[src/sv/range_record_slot_assigner_core_defines.svh]
// Assertion macros for the range record slot assigner.
// Used by files that assert; no dependencies.
`ifndef RANGE_RECORD_SLOT_ASSIGNER_CORE_DEFINES_SVH
`define RANGE_RECORD_SLOT_ASSIGNER_CORE_DEFINES_SVH

`ifndef SYNTHESIS
// Checked on every rising edge of i_clk, ignored while i_rst_n is low.
`define RRSA_ASSERT(lbl, prop, msg) \
    lbl: assert property (@(posedge i_clk) disable iff (!i_rst_n) prop) else $error(msg);
// Checked on every rising edge of i_clk, reset included.
`define RRSA_ASSERT_ALWAYS(lbl, prop, msg) \
    lbl: assert property (@(posedge i_clk) prop) else $error(msg);
`else
`define RRSA_ASSERT(lbl, prop, msg)
`define RRSA_ASSERT_ALWAYS(lbl, prop, msg)
`endif

`endif

[src/sv/rrsa_pkg.sv]
// Shared types, constants and decode function of the range record slot assigner.
// No dependencies.
package rrsa_pkg;

    localparam int unsigned SLOT_W    = 6;
    localparam int unsigned OBS_W     = 7;
    localparam int unsigned CFG_IDX_W = 2;
    localparam int unsigned CFG_W     = 8;
    localparam int unsigned SAT_W     = 16;

    // Configuration register indexes.
    localparam logic [CFG_IDX_W-1:0] REG_MAX_GPS = 2'd0;
    localparam logic [CFG_IDX_W-1:0] REG_MAX_BDS = 2'd1;

    localparam logic [CFG_W-1:0] MAX_GPS_RESET = 8'd32;
    localparam logic [CFG_W-1:0] MAX_BDS_RESET = 8'd63;

    // Tracking word fields.
    localparam int unsigned SYS_LSB    = 16;
    localparam int unsigned SIG_LSB    = 21;
    localparam int unsigned PHASE_BIT  = 10;
    localparam int unsigned PARITY_BIT = 11;
    localparam int unsigned CODE_BIT   = 12;
    localparam int unsigned HALF_BIT   = 28;

    localparam logic [2:0] SYS_GPS = 3'd0;
    localparam logic [2:0] SYS_BDS = 3'd4;

    localparam logic [4:0] SIG_GPS_F1  = 5'd0;
    localparam logic [4:0] SIG_GPS_F2  = 5'd9;
    localparam logic [4:0] SIG_BDS_F1A = 5'd0;
    localparam logic [4:0] SIG_BDS_F1B = 5'd4;
    localparam logic [4:0] SIG_BDS_F2A = 5'd2;
    localparam logic [4:0] SIG_BDS_F2B = 5'd6;

    typedef enum logic [1:0] {
        S_IDLE,
        S_SEARCH,
        S_RESOLVE
    } t_state;

    // Satellite number and system of one slot, also the search key.
    typedef struct packed {
        logic [SAT_W-1:0] sat;
        logic             bds;
    } t_entry;

    // Search probe handed from cell to cell.
    typedef struct packed {
        logic tok;
        logic found;
    } t_probe;

    typedef struct packed {
        logic known;
        logic band;
    } t_band_dec;

    function automatic t_band_dec f_band_decode(input logic bds, input logic [4:0] sig);
        t_band_dec d;
        d = '{known: 1'b0, band: 1'b0};
        if (!bds) begin
            if (sig == SIG_GPS_F1) begin
                d = '{known: 1'b1, band: 1'b0};
            end else if (sig == SIG_GPS_F2) begin
                d = '{known: 1'b1, band: 1'b1};
            end
        end else begin
            if (sig == SIG_BDS_F1A || sig == SIG_BDS_F1B) begin
                d = '{known: 1'b1, band: 1'b0};
            end else if (sig == SIG_BDS_F2A || sig == SIG_BDS_F2B) begin
                d = '{known: 1'b1, band: 1'b1};
            end
        end
        return d;
    endfunction

endpackage

[src/sv/range_record_slot_assigner_core.sv]
// Range record slot assigner: top level with the record decoder, sequencer and slot chain.
// Depends on rrsa_pkg, rrsa_chain and the assertion macro header.
//
// Usage: one receiver range record is taken per input beat (i_in_valid high,
// o_in_stall low) and one result beat is given for each record on the output
// channel (o_out_valid high, i_out_stall low). Records are handled one at a
// time. A record that needs no table search (first band, or rejected by
// decode) goes straight to the resolve step. A second-band record sends a
// probe down the row of SLOTS slot cells, one cell per cycle, and is
// resolved once the probe leaves the last cell; no new record is taken
// during that walk, so the walk limits the record rate.
// The next record is accepted as soon as the previous one has been placed in
// the output register, so a stalled result does not block decoding or the
// table search of the following record; only the final table write waits
// for the output register to free up.
// Reset clears all slot used flags, the observation count and the output valid, and
// loads the satellite limits with 32 (GPS) and 63 (BDS). The limits are to be written
// through the configuration port while the block idles; the block does not enforce it.
`include "range_record_slot_assigner_core_defines.svh"

module range_record_slot_assigner_core import rrsa_pkg::*; #(
    parameter int unsigned SLOTS = 64
) (
    input  logic                 i_clk,
    input  logic                 i_rst_n,
    input  logic                 i_cfg_we,
    input  logic [CFG_IDX_W-1:0] i_cfg_index,
    input  logic [CFG_W-1:0]     i_cfg_data,
    input  logic                 i_in_valid,
    output logic                 o_in_stall,
    input  logic                 i_epoch_start,
    input  logic [31:0]          i_track_status,
    input  logic [SAT_W-1:0]     i_sat_number,
    output logic                 o_out_valid,
    input  logic                 i_out_stall,
    output logic                 o_accepted,
    output logic [SLOT_W-1:0]    o_slot,
    output logic                 o_band,
    output logic                 o_system_code,
    output logic                 o_code_valid,
    output logic                 o_phase_valid,
    output logic                 o_parity_known,
    output logic                 o_half_cycle,
    output logic [OBS_W-1:0]     o_obs_count
);

    localparam int unsigned IDX_W = $clog2(SLOTS);
    localparam int unsigned CNT_W = $clog2(SLOTS + 1);
    localparam logic [CNT_W-1:0] SLOTS_C = CNT_W'(SLOTS);

    t_state r_state, n_state;

    logic [CFG_W-1:0] r_max_gps, r_max_bds;

    // Decoded record.
    logic             r_known, r_band, r_bds;
    logic             r_code, r_phase, r_parity, r_half;
    logic [SAT_W-1:0] r_sat;
    logic             r_start;
    logic             r_hit;
    logic [IDX_W-1:0] r_hit_idx;
    logic [CNT_W-1:0] r_count, n_count;

    logic              r_out_valid;
    logic              r_acc, r_o_band, r_o_bds, r_o_code, r_o_phase, r_o_parity, r_o_half;
    logic [SLOT_W-1:0] r_o_slot;
    logic [OBS_W-1:0]  r_o_obs;

    logic [2:0]   in_sys;
    logic         in_gps, in_bds;
    t_band_dec    in_dec;
    logic         in_known;
    logic         in_accept;
    logic         start_search;
    logic         resolve_go;
    logic         out_free;
    t_probe       tail;
    logic [IDX_W-1:0] tail_idx;
    logic [CNT_W-1:0] m_slot;
    logic         in_table;
    logic         wr_en;
    logic [CFG_W-1:0] limit;
    logic         in_range;
    logic         ok;
    t_entry       query;

    // Input decode.
    assign in_sys   = i_track_status[SYS_LSB +: 3];
    assign in_gps   = (in_sys == SYS_GPS);
    assign in_bds   = (in_sys == SYS_BDS);
    assign in_dec   = f_band_decode(in_bds, i_track_status[SIG_LSB +: 5]);
    assign in_known = (in_gps || in_bds) && in_dec.known;
    assign out_free = !r_out_valid || !i_out_stall;

    // Next state.
    always_comb begin
        n_state = r_state;
        unique case (r_state)
            S_IDLE: begin
                if (i_in_valid) begin
                    n_state = (in_known && in_dec.band) ? S_SEARCH : S_RESOLVE;
                end
            end
            S_SEARCH: begin
                if (tail.tok) begin
                    n_state = S_RESOLVE;
                end
            end
            S_RESOLVE: begin
                if (out_free) begin
                    n_state = S_IDLE;
                end
            end
            default: n_state = S_IDLE;
        endcase
    end

    // State outputs.
    always_comb begin
        o_in_stall   = 1'b1;
        in_accept    = 1'b0;
        start_search = 1'b0;
        resolve_go   = 1'b0;
        unique case (r_state)
            S_IDLE: begin
                o_in_stall   = 1'b0;
                in_accept    = i_in_valid;
                start_search = i_in_valid && in_known && in_dec.band;
            end
            S_SEARCH: begin
            end
            S_RESOLVE: begin
                resolve_go = out_free;
            end
            default: begin
            end
        endcase
    end

    always_ff @(posedge i_clk) begin
        if (!i_rst_n) begin
            r_state <= S_IDLE;
        end else begin
            r_state <= n_state;
        end
    end

    // Configuration registers.
    always_ff @(posedge i_clk) begin
        if (!i_rst_n) begin
            r_max_gps <= MAX_GPS_RESET;
            r_max_bds <= MAX_BDS_RESET;
        end else if (i_cfg_we) begin
            if (i_cfg_index == REG_MAX_GPS) begin
                r_max_gps <= i_cfg_data;
            end
            if (i_cfg_index == REG_MAX_BDS) begin
                r_max_bds <= i_cfg_data;
            end
        end
    end

    // Record capture.
    always_ff @(posedge i_clk) begin
        if (in_accept) begin
            r_known  <= in_known;
            r_band   <= in_dec.band;
            r_bds    <= in_bds;
            r_sat    <= i_sat_number;
            r_code   <= i_track_status[CODE_BIT];
            r_phase  <= i_track_status[PHASE_BIT];
            r_parity <= i_track_status[PARITY_BIT];
            r_half   <= i_track_status[HALF_BIT];
        end
    end

    // The probe leaves in the cycle after accept, once the search key is registered.
    always_ff @(posedge i_clk) begin
        if (!i_rst_n) begin
            r_start <= 1'b0;
        end else begin
            r_start <= start_search;
        end
    end

    always_ff @(posedge i_clk) begin
        if (!i_rst_n) begin
            r_hit <= 1'b0;
        end else if (in_accept) begin
            r_hit <= 1'b0;
        end else if (r_state == S_SEARCH && tail.tok) begin
            r_hit <= tail.found;
        end
    end

    always_ff @(posedge i_clk) begin
        if (r_state == S_SEARCH && tail.tok) begin
            r_hit_idx <= tail_idx;
        end
    end

    assign query = '{sat: r_sat, bds: r_bds};

    rrsa_chain #(
        .SLOTS(SLOTS),
        .IDX_W(IDX_W)
    ) u_chain (
        .i_clk     (i_clk),
        .i_rst_n   (i_rst_n),
        .i_query   (query),
        .i_wr_en   (wr_en),
        .i_wr_addr (m_slot[IDX_W-1:0]),
        .i_start   (r_start),
        .o_tail    (tail),
        .o_tail_idx(tail_idx)
    );

    // Slot choice, table write and range check.
    assign m_slot   = (r_band && r_hit) ? CNT_W'(r_hit_idx) : r_count;
    assign in_table = (m_slot < SLOTS_C);
    assign wr_en    = resolve_go && r_known && in_table;
    assign limit    = r_bds ? r_max_bds : r_max_gps;
    assign in_range = (r_sat <= SAT_W'(limit));
    assign ok       = r_known && in_table && in_range;

    always_comb begin
        n_count = r_count;
        if (ok && !r_band && r_count < SLOTS_C) begin
            n_count = r_count + CNT_W'(1);
        end
    end

    always_ff @(posedge i_clk) begin
        if (!i_rst_n) begin
            r_count <= '0;
        end else if (in_accept && i_epoch_start) begin
            r_count <= '0;
        end else if (resolve_go) begin
            r_count <= n_count;
        end
    end

    // Output register.
    always_ff @(posedge i_clk) begin
        if (!i_rst_n) begin
            r_out_valid <= 1'b0;
        end else if (resolve_go) begin
            r_out_valid <= 1'b1;
        end else if (!i_out_stall) begin
            r_out_valid <= 1'b0;
        end
    end

    always_ff @(posedge i_clk) begin
        if (resolve_go) begin
            r_acc      <= ok;
            r_o_slot   <= ok ? SLOT_W'(m_slot) : '0;
            r_o_band   <= ok && r_band;
            r_o_bds    <= ok && r_bds;
            r_o_code   <= ok && r_code;
            r_o_phase  <= ok && r_phase;
            r_o_parity <= ok && r_parity;
            r_o_half   <= ok && r_half;
            r_o_obs    <= OBS_W'(n_count);
        end
    end

    assign o_out_valid    = r_out_valid;
    assign o_accepted     = r_acc;
    assign o_slot         = r_o_slot;
    assign o_band         = r_o_band;
    assign o_system_code  = r_o_bds;
    assign o_code_valid   = r_o_code;
    assign o_phase_valid  = r_o_phase;
    assign o_parity_known = r_o_parity;
    assign o_half_cycle   = r_o_half;
    assign o_obs_count    = r_o_obs;

    `RRSA_ASSERT(a_idle_chain_empty, (r_state == S_IDLE) |-> !tail.tok,
        "search probe still in the chain while idle")
    `RRSA_ASSERT(a_count_bound, r_count <= SLOTS_C,
        "observation count above the table size")
    `RRSA_ASSERT(a_write_in_resolve, wr_en |-> (r_state == S_RESOLVE),
        "table written outside the resolve step")
    `RRSA_ASSERT(a_result_from_resolve, $rose(r_out_valid) |-> $past(r_state == S_RESOLVE),
        "result beat raised without a resolved record")

endmodule

[src/sv/rrsa_cell.sv]
// One slot of the assigner table: stored entry, used flag and one search stage.
// Depends on rrsa_pkg.
module rrsa_cell import rrsa_pkg::*; #(
    parameter int unsigned IDX_W   = 6,
    parameter int unsigned CELL_ID = 0
) (
    input  logic             i_clk,
    input  logic             i_rst_n,
    input  t_entry           i_query,
    input  logic             i_wr_en,
    input  logic [IDX_W-1:0] i_wr_addr,
    input  t_probe           i_probe,
    input  logic [IDX_W-1:0] i_idx,
    output t_probe           o_probe,
    output logic [IDX_W-1:0] o_idx
);

    localparam logic [IDX_W-1:0] ID = IDX_W'(CELL_ID);

    logic             r_used;
    t_entry           r_entry;
    t_probe           r_probe;
    logic [IDX_W-1:0] r_idx;
    logic             hit;

    // Only the first used, matching slot along the chain claims the probe.
    assign hit = i_probe.tok && !i_probe.found && r_used && (r_entry == i_query);

    always_ff @(posedge i_clk) begin
        if (!i_rst_n) begin
            r_used <= 1'b0;
        end else if (i_wr_en && i_wr_addr == ID) begin
            r_used <= 1'b1;
        end
    end

    always_ff @(posedge i_clk) begin
        if (i_wr_en && i_wr_addr == ID) begin
            r_entry <= i_query;
        end
    end

    always_ff @(posedge i_clk) begin
        if (!i_rst_n) begin
            r_probe <= '0;
        end else begin
            r_probe.tok   <= i_probe.tok;
            r_probe.found <= i_probe.found | hit;
        end
    end

    always_ff @(posedge i_clk) begin
        r_idx <= hit ? ID : i_idx;
    end

    assign o_probe = r_probe;
    assign o_idx   = r_idx;

endmodule

[src/sv/rrsa_chain.sv]
// Row of slot cells; the search probe walks one cell per cycle.
// Depends on rrsa_pkg and rrsa_cell.
module rrsa_chain import rrsa_pkg::*; #(
    parameter int unsigned SLOTS = 64,
    parameter int unsigned IDX_W = 6
) (
    input  logic             i_clk,
    input  logic             i_rst_n,
    input  t_entry           i_query,
    input  logic             i_wr_en,
    input  logic [IDX_W-1:0] i_wr_addr,
    input  logic             i_start,
    output t_probe           o_tail,
    output logic [IDX_W-1:0] o_tail_idx
);

    t_probe           probe [0:SLOTS];
    logic [IDX_W-1:0] idx   [0:SLOTS];

    assign probe[0] = '{tok: i_start, found: 1'b0};
    assign idx[0]   = '0;

    for (genvar g = 0; g < SLOTS; g++) begin : g_cell
        rrsa_cell #(
            .IDX_W  (IDX_W),
            .CELL_ID(g)
        ) u_cell (
            .i_clk    (i_clk),
            .i_rst_n  (i_rst_n),
            .i_query  (i_query),
            .i_wr_en  (i_wr_en),
            .i_wr_addr(i_wr_addr),
            .i_probe  (probe[g]),
            .i_idx    (idx[g]),
            .o_probe  (probe[g+1]),
            .o_idx    (idx[g+1])
        );
    end

    assign o_tail     = probe[SLOTS];
    assign o_tail_idx = idx[SLOTS];

endmodule

[config.mk]
export PLATFORM = sky130hd
export DESIGN_NAME = range_record_slot_assigner_core
export DESIGN_NICKNAME = d
export VERILOG_FILES = /design/src/sv/rrsa_pkg.sv /design/src/sv/range_record_slot_assigner_core.sv /design/src/sv/rrsa_cell.sv /design/src/sv/rrsa_chain.sv
export VERILOG_INCLUDE_DIRS = /design/src /design/src/sv
export SDC_FILE = /design/constraint.sdc
export NUM_CORES = 2
export LEC_CHECK = 0
export BUFFER_PORTS_ARGS = -buffer_cell sky130_fd_sc_hd__buf_4
export CAP_MARGIN = 40
export CORE_AREA = 2 2 339 341
export DETAILED_ROUTE_END_ITERATION = 8
export DIE_AREA = 0 0 341 343
export HOLD_SLACK_MARGIN = 0.05
export PLACE_DENSITY = 0.76
export SKIP_CTS_REPAIR_TIMING = 1
export SLEW_MARGIN = 10
export SYNTH_ARGS = -nofsm -noshare
export SYNTH_HDL_FRONTEND = slang
export SYNTH_HIERARCHICAL = 1
export SYNTH_SLANG_ARGS = --single-unit
[constraint.sdc]
create_clock -name i_clk -period 6.88 [get_ports i_clk]
set_input_delay 1.032 -clock i_clk [delete_from_list [all_inputs] [get_ports i_clk]]
set_output_delay 1.032 -clock i_clk [all_outputs]
set_load 0.05 [all_outputs]
# == Word level (Yosys, flattened, before mapping) ==
# Cells that the tools add are included.
# Widths: inputs -> output; s select.
# word_totals
regBits,1678
in_bits,64
output_inout_bits,22
# classes
addsub,1
n_lt_le_gt_ge,3
n_eq_ne,139
muxes,18
bitwise_logic,64
reduce_logical,355
# op_table
cell,n
$eq 17x17->1,64
$logic_and 1x1->1,274
$eq 6x6->1 const B,32
$eq 6x5->1 const B,16
$logic_not 1->1,66
$or 1x1->1,63
$eq 6x4->1 const B,8
$eq 6x3->1 const B,4
$mux 2,9
$le 16x8->1,1
$lt 7x7->1 const B,2
$mux 7,2
$eq 6x2->1 const B,2
$eq 5x3->1 const B,2
$mux 8,1
$add 7x1->7 const B,1
$eq 6x1->1 const B,1
$logic_not 6->1,1
$pmux 2 s3,1
$reduce_and 2->1,3
$eq 5x2->1 const B,1
$eq 5x4->1 const B,1
$logic_not 5->1,1
$mux 1,5
11 further kinds,19

# == Longest topological paths before layout ==
# logic_depth
ltp_word,10
ltp_mapped,9
depth_no_buf,7

# == Modules after synthesis ==
# The synthesis kept the hierarchy.
# by_module_without_submodules
mod,instances,cells_per_inst,area_per_inst_um2,seq_area_each_um2
rrsa_cell at u_chain.g_cell[23].u_cell ...,12,65,1004.7,690.7
rrsa_cell at u_chain.g_cell[21].u_cell ...,8,65,1007.2,690.7
rrsa_cell at u_chain.g_cell[11].u_cell ...,8,64,1004.7,690.7
rrsa_cell at u_chain.g_cell[17].u_cell ...,8,63,988.4,690.7
rrsa_cell at u_chain.g_cell[12].u_cell ...,6,63,999.7,690.7
rrsa_cell at u_chain.g_cell[0].u_cell ...,5,63,1002.2,690.7
rrsa_cell at u_chain.g_cell[53].u_cell ...,4,64,1006.0,690.7
rrsa_cell at u_chain.g_cell[19].u_cell ...,4,66,1004.7,690.7
rrsa_cell at u_chain.g_cell[31].u_cell ...,4,65,1002.2,690.7
range_record_slot_assigner_core,1,272,3395.8,2031.9
rrsa_cell at u_chain.g_cell[16].u_cell ...,2,63,989.7,690.7
rrsa_cell at u_chain.g_cell[15].u_cell,1,64,1002.2,690.7
rrsa_cell at u_chain.g_cell[48].u_cell,1,62,997.2,690.7
rrsa_cell at u_chain.g_cell[63].u_cell,1,66,988.4,690.7
rrsa_chain,1,1,3.8,0.0

# == Worst setup path before layout ==
# Ideal clock, no wire load.
# synth_path
path_type,in2reg
start,input i_out_stall
end,register u_chain/g_cell[11].u_cell/r_entry[0] in the netlist's numbering (enable)
arrival_time_ns,4.883
required_ns,6.436
setup_slack_ns,1.553
cell_stages,3
path_cell_list,a21oi_2 > and3_1 > nor4b_1
# synth_between
elab_chain_cells,6
# synth_lines
item,line_no,rtl
start: declaration,range_record_slot_assigner_core.sv:35,"input logic i_out_stall,"
$logic_not 1->1,--,
$logic_or 1x1->1,range_record_slot_assigner_core.sv:93,assign out_free = !r_out_valid || !i_out_stall;
$mux 1,range_record_slot_assigner_core.sv:124,unique case (r_state)
$logic_and 1x1->1 (2 in a row),range_record_slot_assigner_core.sv:221,assign wr_en = resolve_go && r_known && in_table;
named net wr_en,range_record_slot_assigner_core.sv:81,logic wr_en;
$logic_and 1x1->1,rrsa_cell.sv:38,if (i_wr_en && i_wr_addr == ID) begin
end signal: assignment,rrsa_cell.sv:39,r_entry <= i_query;
end: declaration,rrsa_cell.sv:21,t_entry r_entry;
# The timed path passes the listed nets, and every way through them passes these cells.
# A chain may end at the register's enable or synchronous reset.

# == Final worst setup path ==
# layout_path
start,register r_band
end,register u_chain/g_cell[17].u_cell/r_entry[3] in the netlist's numbering (enable)
# layout_between
elab_chain_cells,5
elab_cells_between_ends,6
# layout_lines
item,line_no,rtl
start: declaration,range_record_slot_assigner_core.sv:56,"logic r_known, r_band, r_bds;"
start signal: assignment,range_record_slot_assigner_core.sv:167,r_band <= in_dec.band;
$logic_and 1x1->1 *,range_record_slot_assigner_core.sv:219,assign m_slot = (r_band && r_hit) ? CNT_W'(r_hit_idx) : r_count;
$mux 7 *,range_record_slot_assigner_core.sv:219,
named net m_slot[1],range_record_slot_assigner_core.sv:79,logic [CNT_W-1:0] m_slot;
$lt 7x7->1,range_record_slot_assigner_core.sv:220,assign in_table = (m_slot < SLOTS_C);
$logic_and 1x1->1,range_record_slot_assigner_core.sv:221,
$logic_and 1x1->1 *,rrsa_cell.sv:38,
end signal: assignment,rrsa_cell.sv:39,
end: declaration,rrsa_cell.sv:21,
# Mark *: on every way through the listed nets, which the timed path passes. The rest lies on a longest branch.

==> results.cfg <==
[logic_synthesis]
netlist_instances = 4380
async_flop_share_pct = 0
synth_area_um2 = 67500
synth_area_leaders = edfxtp_1 (51%), dfxtp_1 (18%), xor2_1 (9.6%), xnor2_1 (4.6%), nor4_2 (3.2%)
synth-seq-cells = 1741
synth_edf_count = 1137
synth_top_area_share_pct = 50.6
yosys_warnings = 6
ys_seq_area_share_pct = 68.5
syn_area_per_cell_um2 = 15.4
yosysUniqueCellTypes = 64
synth_ff_type = edfxtp_1
yosys.area.top_type = edfxtp_1

[sta]
clock.fmax_mhz = 284
finalSetupTns_ps = 0
worstMarginPinSlew_ps = 1020
rsz0062_at_grt = no
finalHoldViolCount = 0
finalCriticalPeriod_ps = 3520
finalCritPeriodShare_pct = 51.2
slew_violations = 0
finalSetupViolCount = 0
max-slew-margin-rel_pct = 32.1
clock_skew_ps = 21.1

[floorplan]
core_um2 = 113000
num_io_pins = 86
die_w_um = 341
die-area_um2 = 117000
die_h_um = 343
num_rows = 124
initial_core_util_pct = 59.5

[cts]
cts_max_level = 4
clkLatencyLatePin_ps = 750
cts_tree = built
cts_buffer_depth = 3
clkSinkCount = 1741
cts_root_buf = clkbuf_16
cts-buffers-inserted = 168
clkTransAtPathRegs_ps = 60

[status]
status = finished, final reports clean

[cells_and_area]
n_fill_cell = 7659
design_area_um2 = 76800
fin_nets = 4788
diodes = 0
syn_to_final_growth_pct = 13.8
regArea_um2 = 46200
multi_input_area_um2 = 21400
final_cell_mix = edfxtp_1 (1137), xor2_1 (737), dfxtp_1 (604)
final_layout_size_suffix_gt1_share_pct = 17.0
final_common_cell = edfxtp_1

[pwr]
power.density_nw_per_um2 = 280
ir_drop_mv = 0.268
leakagePower_nw = 25.6
p_total_w = 0.0215

[worst_setup_path]
critPathMaxFanout = 31
cp.arrival_ps = 3980
crit_type = register to register
cp-end-kind = register
worstPathRequired_ps = 7330
critPathLaunchType = register

[min_path]
hold_class = register to register

[route]
drt_iter0_markers = 2450
via_per_inst = 5.55
dr.pass1.iters = 5
routed-via-count = 35400
wl_um = 126000
drc = 0
drt-wirelength-per-cell_um = 19.8
ant_nets = 0

[global_route]
grtUsageMet2_pct = 37.0
antenna_found_initial = 1
grt_max_degree = 142
use_met1_pct = 29.0
grt_pass1_wl_um = 199000
gr-usage-met3_pct = 3.06
overflow = 0
track_usage_pct = 21.8
grt_pass1_vias = 35900
top_usage_layer = met2

[place]
gp_congestion = 0.752
numPortBuffers = 65
post_dp_cell_area_um2 = 71000
hpwl_um = 66600

[flow_run]
maxCapViolations = 0
[per-stage QoR]
| stage | instances | hold slack (ps) | setup WS (ps) | util (%) |
|---|---|---|---|---|
| final | 6374 | 401 | 3360 | 67.7 |
| after detailed placement | 6056 | 390 | 3170 | 62.6 |
| after floorplan | 4387 | 382 | 1550 | - |
| after CTS | 6373 | 393 | 3320 | 67.7 |
| after global routing | 6374 | 410 | 3240 | 67.7 |
| after global placement | 6039 | 389 | 3010 | 62.4 |
[cell type report]
cell class | count | area share (%)
clock buffer | 258 | 6.94
multi-input combinational | 2630 | 27.9
tap | 1512 | 2.46
sequential | 1741 | 60.2
clock inverter | 59 | 0.551
inverter | 6 | 0.0293
timing repair buffer | 168 | 1.94
[synth_stat cells (all sizes together) (2+ instances only)]
cell type,instances
a21oi,6
nor4b,17
a31o,22
o31ai,2
dfxtp,604
nand3,104
o21bai,156
clkbuf,5
nor3,104
o21a,160
inv,6
or4,4
nor4bb,9
nor2b,8
nor3b,4
nand2b,6
or4b,9
buf,5
a21boi,100
nand3b,2
xor2,737
mux2i,22
and3,14
o21ai,43
nand4b,16
nand4bb,8
nor2,29
xnor2,356
mux2,8
ha,9
and4,10
edfxtp,1137
a21o,37
and2,99
nor4,197
or2,3
nand2,213
nand4,100
[registers in the layout, indices dropped and copies added (netlist names), 2 cells and up]
signal	cells
u_chain/g_cell.u_cell/r_entry	1088
u_chain/g_cell.u_cell/o_idx	384
u_chain/g_cell.u_cell/o_probe	128
u_chain/g_cell.u_cell/r_used	64
r_sat	16
r_max_bds	8
r_max_gps	8
o_obs_count	7
r_count	7
o_slot	6
r_hit_idx	6
r_state	2
[power breakdown]
part / internal (W) / total [W] / leakage (nW) / switching, W
combinational: 0.000326 / 0.000956 / 7.54 / 0.000630
clock: 0.00547 / 0.00926 / 2.86 / 0.00379
sequential: 0.0112 / 0.0113 / 15.2 / 0.0000370
[logic make-up (layout without fill, tap and decap cells)]
logic type	after synthesis	count (layout)	synth area share, %
flip-flops	1741	1741	68.5
XOR/XNOR	1093	1093	14.2
AND/OR/NAND/NOR	957	957	10.7
AO/OA/AOI/OAI	533	533	5.86
multiplexers	30	30	0.460
buffers and inverters	16	491	0.0964
adder cells (fa/ha/maj)	9	9	0.167
other	1	8	0.00556
[layer usage]
layer,vias up,routed length [um]
met3,212,5500
met5,-,0
met4,0,3100
met2,760,62100
met1,17700,55400
li1,16800,-
[worst max-delay path: stages, from the launching register on]
cell and delay (ps):
edfxtp_1 460, nand2_1 270, mux2_2 570, buf_4 340, or4b_1 590, nor3_2 650
buf_4 300
[worst paths after layout]
kind	start	to	slack (ps)	cells past startpoint
setup / recovery	r_band	u_chain/g_cell[17].u_cell/r_entry[3]	3360	6
hold / removal	u_chain/g_cell[16].u_cell/o_idx[4]	u_chain/g_cell[17].u_cell/o_idx[4]	400	1
setup reg to reg	r_band	u_chain/g_cell[17].u_cell/r_entry[3]	3360	6
hold reg to reg	u_chain/g_cell[16].u_cell/o_idx[4]	u_chain/g_cell[17].u_cell/o_idx[4]	400	1
No activity file was read; power rests on OpenSTA's default activity.
